<file path="config.mk">
export PLATFORM = sky130hd
export DESIGN_NAME = multi_level_linked_queue_manager
export DESIGN_NICKNAME = d
export VERILOG_FILES = /design/src/hdl/mlq_pkg.sv /design/src/hdl/multi_level_linked_queue_manager.sv
export SDC_FILE = /design/constraint.sdc
export NUM_CORES = 2
export LEC_CHECK = 0
export ABC_AREA = 1
export CORE_MARGIN = 3
export CORE_UTILIZATION = 58
export CTS_CLUSTER_DIAMETER = 80
export DETAILED_ROUTE_END_ITERATION = 10
export DONT_BUFFER_PORTS = 1
export PLACE_DENSITY_LB_ADDON = 0.05
export SLEW_MARGIN = 20
export SYNTH_ARGS = -nofsm -noshare
export SYNTH_HDL_FRONTEND = slang
export SYNTH_SLANG_ARGS = --single-unit
</file>
<file path="constraint.sdc">
create_clock -name clk -period 5.3 [get_ports clk]
set_clock_uncertainty 0.1 [all_clocks]
set_input_delay 1.06 -clock clk [delete_from_list [all_inputs] [get_ports clk]]
set_output_delay 1.06 -clock clk [all_outputs]
set_load 0.05 [all_outputs]
</file>
<file path="src/hdl/mlq_pkg.sv">
// Shared constants, types and codes of the multi-level linked queue manager.
`timescale 1ns / 1ps

package mlq_pkg;

    // Pool size and number of levels; the request fields cover exactly these ranges.
    localparam int QUEUE_LEVELS = 4;
    localparam int ENTRY_COUNT  = 64;
    localparam int NODE_COUNT   = ENTRY_COUNT + QUEUE_LEVELS;

    localparam int REQ_W    = 2;
    localparam int LEVEL_W  = 2;
    localparam int ID_W     = 6;
    localparam int STATUS_W = 2;
    localparam int NODE_W   = $clog2(NODE_COUNT);

    typedef logic [NODE_W-1:0] node_t;

    localparam logic [REQ_W-1:0] REQ_PUSH_TAIL = 2'd0;
    localparam logic [REQ_W-1:0] REQ_PUSH_HEAD = 2'd1;
    localparam logic [REQ_W-1:0] REQ_POP_HEAD  = 2'd2;
    localparam logic [REQ_W-1:0] REQ_REMOVE    = 2'd3;

    localparam logic [STATUS_W-1:0] ST_DONE       = 2'd0;
    localparam logic [STATUS_W-1:0] ST_EMPTY      = 2'd1;
    localparam logic [STATUS_W-1:0] ST_NOT_QUEUED = 2'd2;
    localparam logic [STATUS_W-1:0] ST_ALREADY    = 2'd3;

    // Sentinel nodes follow the entries in the link memories.
    function automatic node_t sentinel_of(input logic [LEVEL_W-1:0] lvl);
        return node_t'(ENTRY_COUNT) + node_t'(lvl);
    endfunction

endpackage

</file>
<file path="src/hdl/multi_level_linked_queue_manager.sv">
// Top level: per-level doubly linked FIFOs kept in two link memories.
`timescale 1ns / 1ps

// Usage: a request word (req_type, level, entry_id) enters on the req channel
// and exactly one response word (status, popped_id) leaves on the rsp channel.
// A request is accepted when req_valid is high and req_stall is low; the same
// rule holds for the response with rsp_valid and rsp_stall.
// One request is handled at a time. The forward and backward link memories
// each have one write port and a registered read, so the sequencer walks
// through dependent read and write steps: a push goes through PUSH1, PUSH2
// and RESP, a pop of a non-empty level through POP1, UNLINK and RESP, a
// remove through UNLINK and RESP, a pop of an empty level through POP1 and
// RESP, and a refused push or a remove of an unqueued entry right to RESP.
// req_stall stays high until the response is loaded.
// A finished response sits in an output register; the next request is taken
// as soon as that response is loaded, even if the receiver still stalls it.
// If the receiver stalls and a second response is ready, the block waits.
// Reset empties every queue at once: per-node valid bits make an unwritten
// link read as pointing to its own node, and all queued flags are cleared.
module multi_level_linked_queue_manager
    import mlq_pkg::*;
(
    input  logic                clk,
    input  logic                rst_n,
    input  logic                req_valid,
    output logic                req_stall,
    input  logic [REQ_W-1:0]    req_type,
    input  logic [LEVEL_W-1:0]  level,
    input  logic [ID_W-1:0]     entry_id,
    output logic                rsp_valid,
    input  logic                rsp_stall,
    output logic [STATUS_W-1:0] status,
    output logic [ID_W-1:0]     popped_id
);

    localparam logic [2:0] S_IDLE   = 3'd0;
    localparam logic [2:0] S_PUSH1  = 3'd1;
    localparam logic [2:0] S_PUSH2  = 3'd2;
    localparam logic [2:0] S_POP1   = 3'd3;
    localparam logic [2:0] S_UNLINK = 3'd4;
    localparam logic [2:0] S_RESP   = 3'd5;

    node_t next_mem [NODE_COUNT];
    node_t prev_mem [NODE_COUNT];

    logic [2:0]             state_reg, state_next;
    logic [NODE_COUNT-1:0]  next_vld_reg, prev_vld_reg;
    logic [NODE_COUNT-1:0]  next_vld_next, prev_vld_next;
    logic [ENTRY_COUNT-1:0] queued_reg;
    logic                   rsp_valid_reg, rsp_valid_next;

    node_t next_q_reg, prev_q_reg;
    node_t next_rd_addr_reg, prev_rd_addr_reg;
    logic  next_rd_vld_reg, prev_rd_vld_reg;
    node_t next_rd_addr, prev_rd_addr;
    node_t next_eff, prev_eff;

    logic  next_wr_en, prev_wr_en;
    node_t next_wr_addr, prev_wr_addr, next_wr_data, prev_wr_data;
    logic  unlink_clr, queued_set;

    logic [REQ_W-1:0]    req_reg, req_next;
    node_t               ent_reg, ent_next;
    node_t               sen_reg, sen_next;
    node_t               victim_reg, victim_next;
    node_t               link_reg, link_next;
    logic [STATUS_W-1:0] res_status_reg, res_status_next;
    logic [ID_W-1:0]     res_popped_reg, res_popped_next;
    logic                rsp_load;
    logic [STATUS_W-1:0] status_reg;
    logic [ID_W-1:0]     popped_id_reg;

    // A node whose link was never written, or was reset by an unlink, points to itself.
    assign next_eff = next_rd_vld_reg ? next_q_reg : next_rd_addr_reg;
    assign prev_eff = prev_rd_vld_reg ? prev_q_reg : prev_rd_addr_reg;

    always_comb
    begin
        state_next      = state_reg;
        req_next        = req_reg;
        ent_next        = ent_reg;
        sen_next        = sen_reg;
        victim_next     = victim_reg;
        link_next       = link_reg;
        res_status_next = res_status_reg;
        res_popped_next = res_popped_reg;
        next_rd_addr    = '0;
        prev_rd_addr    = '0;
        next_wr_en      = 1'b0;
        prev_wr_en      = 1'b0;
        next_wr_addr    = '0;
        prev_wr_addr    = '0;
        next_wr_data    = '0;
        prev_wr_data    = '0;
        unlink_clr      = 1'b0;
        queued_set      = 1'b0;
        rsp_load        = 1'b0;

        unique case (state_reg)
            S_IDLE:
            begin
                if (req_valid)
                begin
                    req_next        = req_type;
                    ent_next        = node_t'(entry_id);
                    sen_next        = sentinel_of(level);
                    res_status_next = ST_DONE;
                    res_popped_next = '0;
                    unique case (req_type)
                        REQ_PUSH_TAIL, REQ_PUSH_HEAD:
                        begin
                            if (queued_reg[entry_id])
                            begin
                                res_status_next = ST_ALREADY;
                                state_next      = S_RESP;
                            end
                            else
                            begin
                                next_rd_addr = sentinel_of(level);
                                prev_rd_addr = sentinel_of(level);
                                state_next   = S_PUSH1;
                            end
                        end
                        REQ_POP_HEAD:
                        begin
                            next_rd_addr = sentinel_of(level);
                            state_next   = S_POP1;
                        end
                        default:
                        begin
                            if (!queued_reg[entry_id])
                            begin
                                res_status_next = ST_NOT_QUEUED;
                                state_next      = S_RESP;
                            end
                            else
                            begin
                                victim_next  = node_t'(entry_id);
                                next_rd_addr = node_t'(entry_id);
                                prev_rd_addr = node_t'(entry_id);
                                state_next   = S_UNLINK;
                            end
                        end
                    endcase
                end
            end
            S_PUSH1:
            begin
                // Link the new entry first; its neighbors are fixed up in the next step.
                next_wr_en   = 1'b1;
                prev_wr_en   = 1'b1;
                next_wr_addr = ent_reg;
                prev_wr_addr = ent_reg;
                if (req_reg == REQ_PUSH_TAIL)
                begin
                    next_wr_data = sen_reg;
                    prev_wr_data = prev_eff;
                    link_next    = prev_eff;
                end
                else
                begin
                    next_wr_data = next_eff;
                    prev_wr_data = sen_reg;
                    link_next    = next_eff;
                end
                state_next = S_PUSH2;
            end
            S_PUSH2:
            begin
                next_wr_en   = 1'b1;
                prev_wr_en   = 1'b1;
                next_wr_data = ent_reg;
                prev_wr_data = ent_reg;
                if (req_reg == REQ_PUSH_TAIL)
                begin
                    next_wr_addr = link_reg;
                    prev_wr_addr = sen_reg;
                end
                else
                begin
                    next_wr_addr = sen_reg;
                    prev_wr_addr = link_reg;
                end
                queued_set = 1'b1;
                state_next = S_RESP;
            end
            S_POP1:
            begin
                if (next_eff == sen_reg || next_eff >= node_t'(ENTRY_COUNT))
                begin
                    res_status_next = ST_EMPTY;
                    state_next      = S_RESP;
                end
                else
                begin
                    victim_next  = next_eff;
                    next_rd_addr = next_eff;
                    prev_rd_addr = next_eff;
                    state_next   = S_UNLINK;
                end
            end
            S_UNLINK:
            begin
                next_wr_en   = 1'b1;
                prev_wr_en   = 1'b1;
                next_wr_addr = prev_eff;
                next_wr_data = next_eff;
                prev_wr_addr = next_eff;
                prev_wr_data = prev_eff;
                unlink_clr   = 1'b1;
                if (req_reg == REQ_POP_HEAD)
                begin
                    res_popped_next = victim_reg[ID_W-1:0];
                end
                state_next = S_RESP;
            end
            S_RESP:
            begin
                if (!rsp_valid_reg || !rsp_stall)
                begin
                    rsp_load   = 1'b1;
                    state_next = S_IDLE;
                end
            end
            default:
            begin
                state_next = S_IDLE;
            end
        endcase
    end

    always_comb
    begin
        if (rsp_load)
        begin
            rsp_valid_next = 1'b1;
        end
        else
        begin
            rsp_valid_next = rsp_valid_reg && rsp_stall;
        end
    end

    always_comb
    begin
        next_vld_next = next_vld_reg;
        prev_vld_next = prev_vld_reg;
        if (next_wr_en)
        begin
            next_vld_next[next_wr_addr] = 1'b1;
        end
        if (prev_wr_en)
        begin
            prev_vld_next[prev_wr_addr] = 1'b1;
        end
        if (unlink_clr)
        begin
            next_vld_next[victim_reg] = 1'b0;
            prev_vld_next[victim_reg] = 1'b0;
        end
    end

    always_ff @(posedge clk or negedge rst_n)
    begin
        if (!rst_n)
        begin
            state_reg     <= S_IDLE;
            rsp_valid_reg <= 1'b0;
            next_vld_reg  <= '0;
            prev_vld_reg  <= '0;
            queued_reg    <= '0;
        end
        else
        begin
            state_reg     <= state_next;
            rsp_valid_reg <= rsp_valid_next;
            next_vld_reg  <= next_vld_next;
            prev_vld_reg  <= prev_vld_next;
            if (unlink_clr)
            begin
                queued_reg[victim_reg[ID_W-1:0]] <= 1'b0;
            end
            if (queued_set)
            begin
                queued_reg[ent_reg[ID_W-1:0]] <= 1'b1;
            end
        end
    end

    // Link memories: one write and one registered read per cycle each.
    always_ff @(posedge clk)
    begin
        if (next_wr_en)
        begin
            next_mem[next_wr_addr] <= next_wr_data;
        end
        if (prev_wr_en)
        begin
            prev_mem[prev_wr_addr] <= prev_wr_data;
        end
        next_q_reg <= next_mem[next_rd_addr];
        prev_q_reg <= prev_mem[prev_rd_addr];
    end

    always_ff @(posedge clk)
    begin
        next_rd_addr_reg <= next_rd_addr;
        prev_rd_addr_reg <= prev_rd_addr;
        next_rd_vld_reg  <= next_vld_reg[next_rd_addr];
        prev_rd_vld_reg  <= prev_vld_reg[prev_rd_addr];
        req_reg          <= req_next;
        ent_reg          <= ent_next;
        sen_reg          <= sen_next;
        victim_reg       <= victim_next;
        link_reg         <= link_next;
        res_status_reg   <= res_status_next;
        res_popped_reg   <= res_popped_next;
        if (rsp_load)
        begin
            status_reg    <= res_status_reg;
            popped_id_reg <= res_popped_reg;
        end
    end

    assign req_stall = (state_reg != S_IDLE);
    assign rsp_valid = rsp_valid_reg;
    assign status    = status_reg;
    assign popped_id = popped_id_reg;

`ifndef SYNTHESIS
    // Only a successful pop may report an entry.
    a_popped_only_on_done: assert property (@(posedge clk) disable iff (!rst_n)
        (rsp_valid && status != ST_DONE) |-> (popped_id == '0))
        else $error("popped_id set on a response that is not done");

    // A push only links an entry that is not in any queue yet.
    a_push_unqueued: assert property (@(posedge clk) disable iff (!rst_n)
        (state_reg == S_PUSH2) |-> !queued_reg[ent_reg[ID_W-1:0]])
        else $error("push links an entry that is already queued");

    // Whatever is unlinked must be a queued entry.
    a_unlink_queued: assert property (@(posedge clk) disable iff (!rst_n)
        (state_reg == S_UNLINK) |-> (victim_reg < node_t'(ENTRY_COUNT)
            && queued_reg[victim_reg[ID_W-1:0]]))
        else $error("unlink of a node that is not a queued entry");

    // A pending response is never overwritten before the receiver takes it.
    a_no_overwrite: assert property (@(posedge clk) disable iff (!rst_n)
        (rsp_valid && rsp_stall) |-> !rsp_load)
        else $error("response loaded over a stalled response");
`endif

endmodule
</file>
* After elaboration in Yosys (flattened, before gate mapping)
Memory sizes are Yosys's and may differ from the RTL's. A register that Yosys moved wholly into a read port is not among the register bits. Cells that the tools add are included.
Cells by class: $add $sub $neg 1, $lt $le $gt $ge 14, equal/unequal tests 16, multiplexer cells 71, bitwise operators 8, reductions and logical operators 25
Operators by type and width (count):
- $mux W68 | 4
- $and A68 B68 Y68 | 2
- $or A68 B68 Y68 | 2
- $mux W64 | 2
- $mux W7 | 15
- $pmux W7 S3 | 4
- $pmux W7 S2 | 5
- $not A68 Y68 | 1
- $and A64 B64 Y64 | 1
- $not A64 Y64 | 1
- $or A64 B64 Y64 | 1
- $lt A7 B8 Y1 const B | 5
- $demux W1 S7 | 3
- $ge A7 B1 Y1 const B | 3
- $lt A6 B7 Y1 const B | 3
- $mux W1 | 18
- $mux W6 | 3
- $pmux W3 S5 | 1
- $bmux W1 S7 | 2
- $ne A2 B2 Y1 const B | 7
- $demux W1 S6 | 2
- $ge A6 B1 Y1 const B | 2
- $pmux W6 S2 | 1
- $mux W3 | 3
- 24 further kinds | 44
Storage, ports and cells: bits in registers 265, memory bits (writable) 952, bits of input ports 14, output and inout bits 10, memories kept 2
Memories:
- next_mem | words 68, width 7, rd ports 1, clocked after Yosys merged registers in 1, wr ports 1, RTL line multi_level_linked_queue_manager.sv:43 | node_t next_mem [NODE_COUNT];
- prev_mem | words 68, width 7, rd ports 1, clocked after Yosys merged registers in 1, wr ports 1, RTL line multi_level_linked_queue_manager.sv:44 | node_t prev_mem [NODE_COUNT];

* Logic depth before layout (Yosys ltp)
depth in word-level cells 11, gate-level depth with buffers 28, mapped depth without buffers 24

* Least setup slack after synthesis
OpenSTA, ideal clock, no wires.
path type flip-flop to flip-flop, from register state_reg[2], to memory next_mem[0][3] in the netlist's numbering (data pin), setup time 0.733 ns, arrival 4.138 ns, required time 4.467 ns, slack 0.330 ns, stages on the path, launching flop included 5, buffers on the path 1, cells stage by stage dfrtp_1 -> nor3_2 -> inv_1 -> clkbuf_1 -> o21ai_0
On the way: word-level cells in the longest chain between the ends 2
RTL lines:
- from (decl) | RTL line multi_level_linked_queue_manager.sv:46 | logic [2:0] state_reg, state_next;
- from (signal assigned) | RTL line multi_level_linked_queue_manager.sv:275 | state_reg <= state_next;
- $eq A3 B3 Y1, or another cell as far along | RTL line multi_level_linked_queue_manager.sv:99 | unique case (state_reg)
- $pmux W7 S3 * | RTL line multi_level_linked_queue_manager.sv:99
- named net next_wr_data[3] | RTL line multi_level_linked_queue_manager.sv:59 | node_t next_wr_addr, prev_wr_addr, next_wr_data, prev_wr_data;
- to (decl) | RTL line multi_level_linked_queue_manager.sv:43
Mark *: on every way through the listed nets, which the timed path passes. The rest lies on a longest branch.

* Worst setup path after layout
from register next_rd_vld_reg, to register prev_q_reg[6] (read register of prev_mem)
On the way: word-level cells in the longest chain between the ends 5
RTL lines:
- from (decl) | RTL line multi_level_linked_queue_manager.sv:54 | logic next_rd_vld_reg, prev_rd_vld_reg;
- from (signal assigned) | RTL line multi_level_linked_queue_manager.sv:309 | next_rd_vld_reg <= next_vld_reg[next_rd_addr];
- $mux W7 * | RTL line multi_level_linked_queue_manager.sv:74 | assign next_eff = next_rd_vld_reg ? next_q_reg : next_rd_addr_reg;
- $ge A7 B7 Y1 / $eq A7 B7 Y1 (equally long branches) | RTL line multi_level_linked_queue_manager.sv:189 | if (next_eff == sen_reg || next_eff >= node_t'(ENTRY_COUNT))
- $logic_or A1 B1 Y1 | RTL line multi_level_linked_queue_manager.sv:189
- $mux W7 * | RTL line multi_level_linked_queue_manager.sv:189
- $pmux W7 S2 * | RTL line multi_level_linked_queue_manager.sv:99
- to (decl) | RTL line multi_level_linked_queue_manager.sv:52 | node_t next_q_reg, prev_q_reg;
Every way passes the cells marked *; elsewhere a longest branch is shown, timed or not. A chain may end at the register's enable or synchronous reset.

==> run metrics <==
largest registers next_mem x476, prev_mem x476; post-route ant nets 0; Total GRT Usage 0.337; worst min path class primary input to asynchronous set/reset pin; Std-Cell Rows 112; Critical Path RT 5.86 ns; filler instances 7460; Synth Area in Adders 0; part of the cycle the worst path needs 0.871; postcts setup bufs 0; global-route wire length before repair 249 mm; Clock Tree Buf Depth 3; Num CTS Buffers 131; vias 41.4k; post-synth top area cell edfxtp_1; Post-synth ARST share 0.167; Post-synth EDFFs 992; RSZ-0062 raised after global routing false; Total Power 31400 uW; Slew @ Worst Pin 1.15 ns; area of the multi-input gates about 16000 um2; largest family of logic cells by synthesized area simple AND/OR/NAND/NOR gates; max_cap viols 0; final count of negative-setup-slack endpoints 0; number of library cell types mapped by synthesis 41; Rel. slew slack 0.228; WL/cell between 20 and 25 um; drt drc 0; CORE AREA 94000 um2; largest net degree at the start of global routing 205; Synthesized Nets 5672; Compound-Gate Fraction of Synth Area 0.0350; Post-Route WL between 150 and 200 mm; max layer used met4; synth warn 0; Root Driver clkbuf_16; Static Leak 0.0252 uW; IO Count 24; arrival time worst endpoint between 5 and 6 ns; main flop type after synthesis edfxtp_1; Crit. End Element flop; crit path time final roughly 4.6 ns; Syn Inst Count 5658; met3 wire length 18.2 mm; area share of the largest cell type after synthesis 0.538; largest cells by area after synthesis edfxtp_1 (54%), dfrtp_1 (9.2%), nand2_1 (7.8%); Inserted Diodes 0; commonest non-fill, non-tap cells in the layout nand2_1 (1144), edfxtp_1 (992), nand3_1 (833); Overflow after GRT 0; Post-Route M1 WL 70.2 mm; post-synthesis register bit count 1222; Sequential Area 35400 um2; f_max around 0.22 GHz; Worst VDD drop 0.394 mV; Die W 315 um; kind of critical path flop to flop; Reg clk slew, reported paths 0.06 ns; met2 wire len 73.1 mm; initial antenna violation count 2; Syn Area/Cell 9.78 um2; clk sink count ~1.2k; GP Congestion 0.933; hold slack -0.0508 ns; H-tree depth 4; fraction of final layout cells sized beyond drive strength 1 0.0694; Pre-antenna DRT Iters 6; Final TNS setup 0 ns; Clock Latency Late Sink between 0.7 and 0.8 ns; Die Footprint 99200 um2; Simple-Gate Fraction of Synth Area 0.243; Area Growth Syn to Fin 10.7%; post-synthesis mux area share 0.000904; Slew Viols, Final 0; CP Launch Type flop; NumNets Final 5676; Die Y about 310 um; Resize count post-CTS 0; commonest non-fill, non-tap cell in the layout nand2_1; failing checks hold timing; vias in the first global route between 30k and 40k; Power Density around 500 nW/um2; Mapped Area 55300 um2; sequential share of the synthesized area 0.640; crit-path max FO 42; status finished with violations; fraction of synthesized cell area in xor and xnor cells 0; TritonCTS clock tree yes; Hold Fails Final Rpt 109; Starting Density 0.589; vias per std cell 5.90; detailed placer's ending HPWL 105 mm; number of DRC markers in iteration 0 5453; input/output buffers 0
==> logic make-up (layout without fill, tap and decap cells) <==
logic type,after synthesis,count (layout)
compound gates,344,344
buf+inv,1108,1213
flops,1222,1222
mux,5,5
simple gates,2979,2979
==> layer usage <==
layer  vias to the layer above  global-route usage
li1                      18705                   -
met1                     20075               0.506
met2                      2281               0.491
met3                       328              0.0721
met4                         0               0.114
met5                         -                   0
==> synth_stat cells, types with 4 or more instances <==
library cell	n
clkbuf_1	111
nor3_1	60
inv_2	9
o32ai_1	16
nand2_1	1150
a21oi_1	104
nand2_2	4
o31ai_1	8
edfxtp_1	992
clkinv_1	7
o21ai_0	161
o211ai_1	32
nand3b_1	282
dfrtp_1	204
mux2i_1	5
a211oi_1	6
nor2_1	629
buf_6	7
buf_4	32
buf_2	140
o21ai_1	7
nand3_1	834
or2_2	10
dfxtp_1	26
buf_1	9
inv_1	790
==> worst max-delay path, cell delays in order, from the launching register on <==
cell and delay, ns:
dfxtp_1 0.50, inv_1 0.25, or2_2 0.32, o21ai_0 0.25, nor2_1 0.15, nand2_4 0.52, nand2_8 0.31, inv_2 0.52
buf_12 0.29, nand2_1 0.08, nand2_1 0.06, nand2_1 0.05, nand3_1 0.14, nand3_1 0.26, nand2_1 0.17, nand3_1 0.11
nand2_1 0.16, nand2_1 0.09, nand2_1 0.07
==> final timing paths <==
| check | slack, ns | depth (start not counted) | start | endpoint |
|---|---|---|---|---|
| max | 0.68 | 18 | next_rd_vld_reg | prev_q_reg[6] |
| min | -0.05 | 0 | rst_n | queued_reg[52] |
| max reg2reg | 0.68 | 18 | next_rd_vld_reg | prev_q_reg[6] |
| min reg2reg | 0.32 | 0 | res_popped_reg[1] | popped_id[1] |
| max in group asynchronous | 4.75 | 0 | rst_n | prev_vld_reg[35] |
| min in group clk | 0.32 | 0 | res_popped_reg[1] | popped_id[1] |
==> final cells by class <==
type	instances	area share
Inverter	809	0.0498
Multi-Input combinational cell	3328	0.255
Tap cell	1254	0.0256
Timing Repair Buffer	170	0.0251
Clock inverter	49	0.00604
Sequential cell	1222	0.578
Clock buffer	185	0.0602
==> report_power, final <==
group          switching, uW  internal (uW)
Combinational           6880           2170
Clock                   3730           5090
Sequential               566          12900
Total                  11200          20200
==> per-stage QoR <==
| stage | instances | util | instance area (um2) | hold WS [ns] | setup WS (ns) |
|---|---|---|---|---|---|
| floorplan | 5658 | - | 55300 | 0.300 | 0.330 |
| global placement | 6783 | 0.609 | 57200 | 0.301 | 0.536 |
| detailed placement | 6783 | 0.609 | 57200 | 0.307 | 0.513 |
| CTS | 7017 | 0.652 | 61300 | -0.0936 | 0.800 |
| global route | 7017 | 0.652 | 61300 | -0.0821 | 0.492 |
| finish | 7017 | 0.652 | 61300 | -0.0508 | 0.685 |
Power figures use the tool's default switching activity.
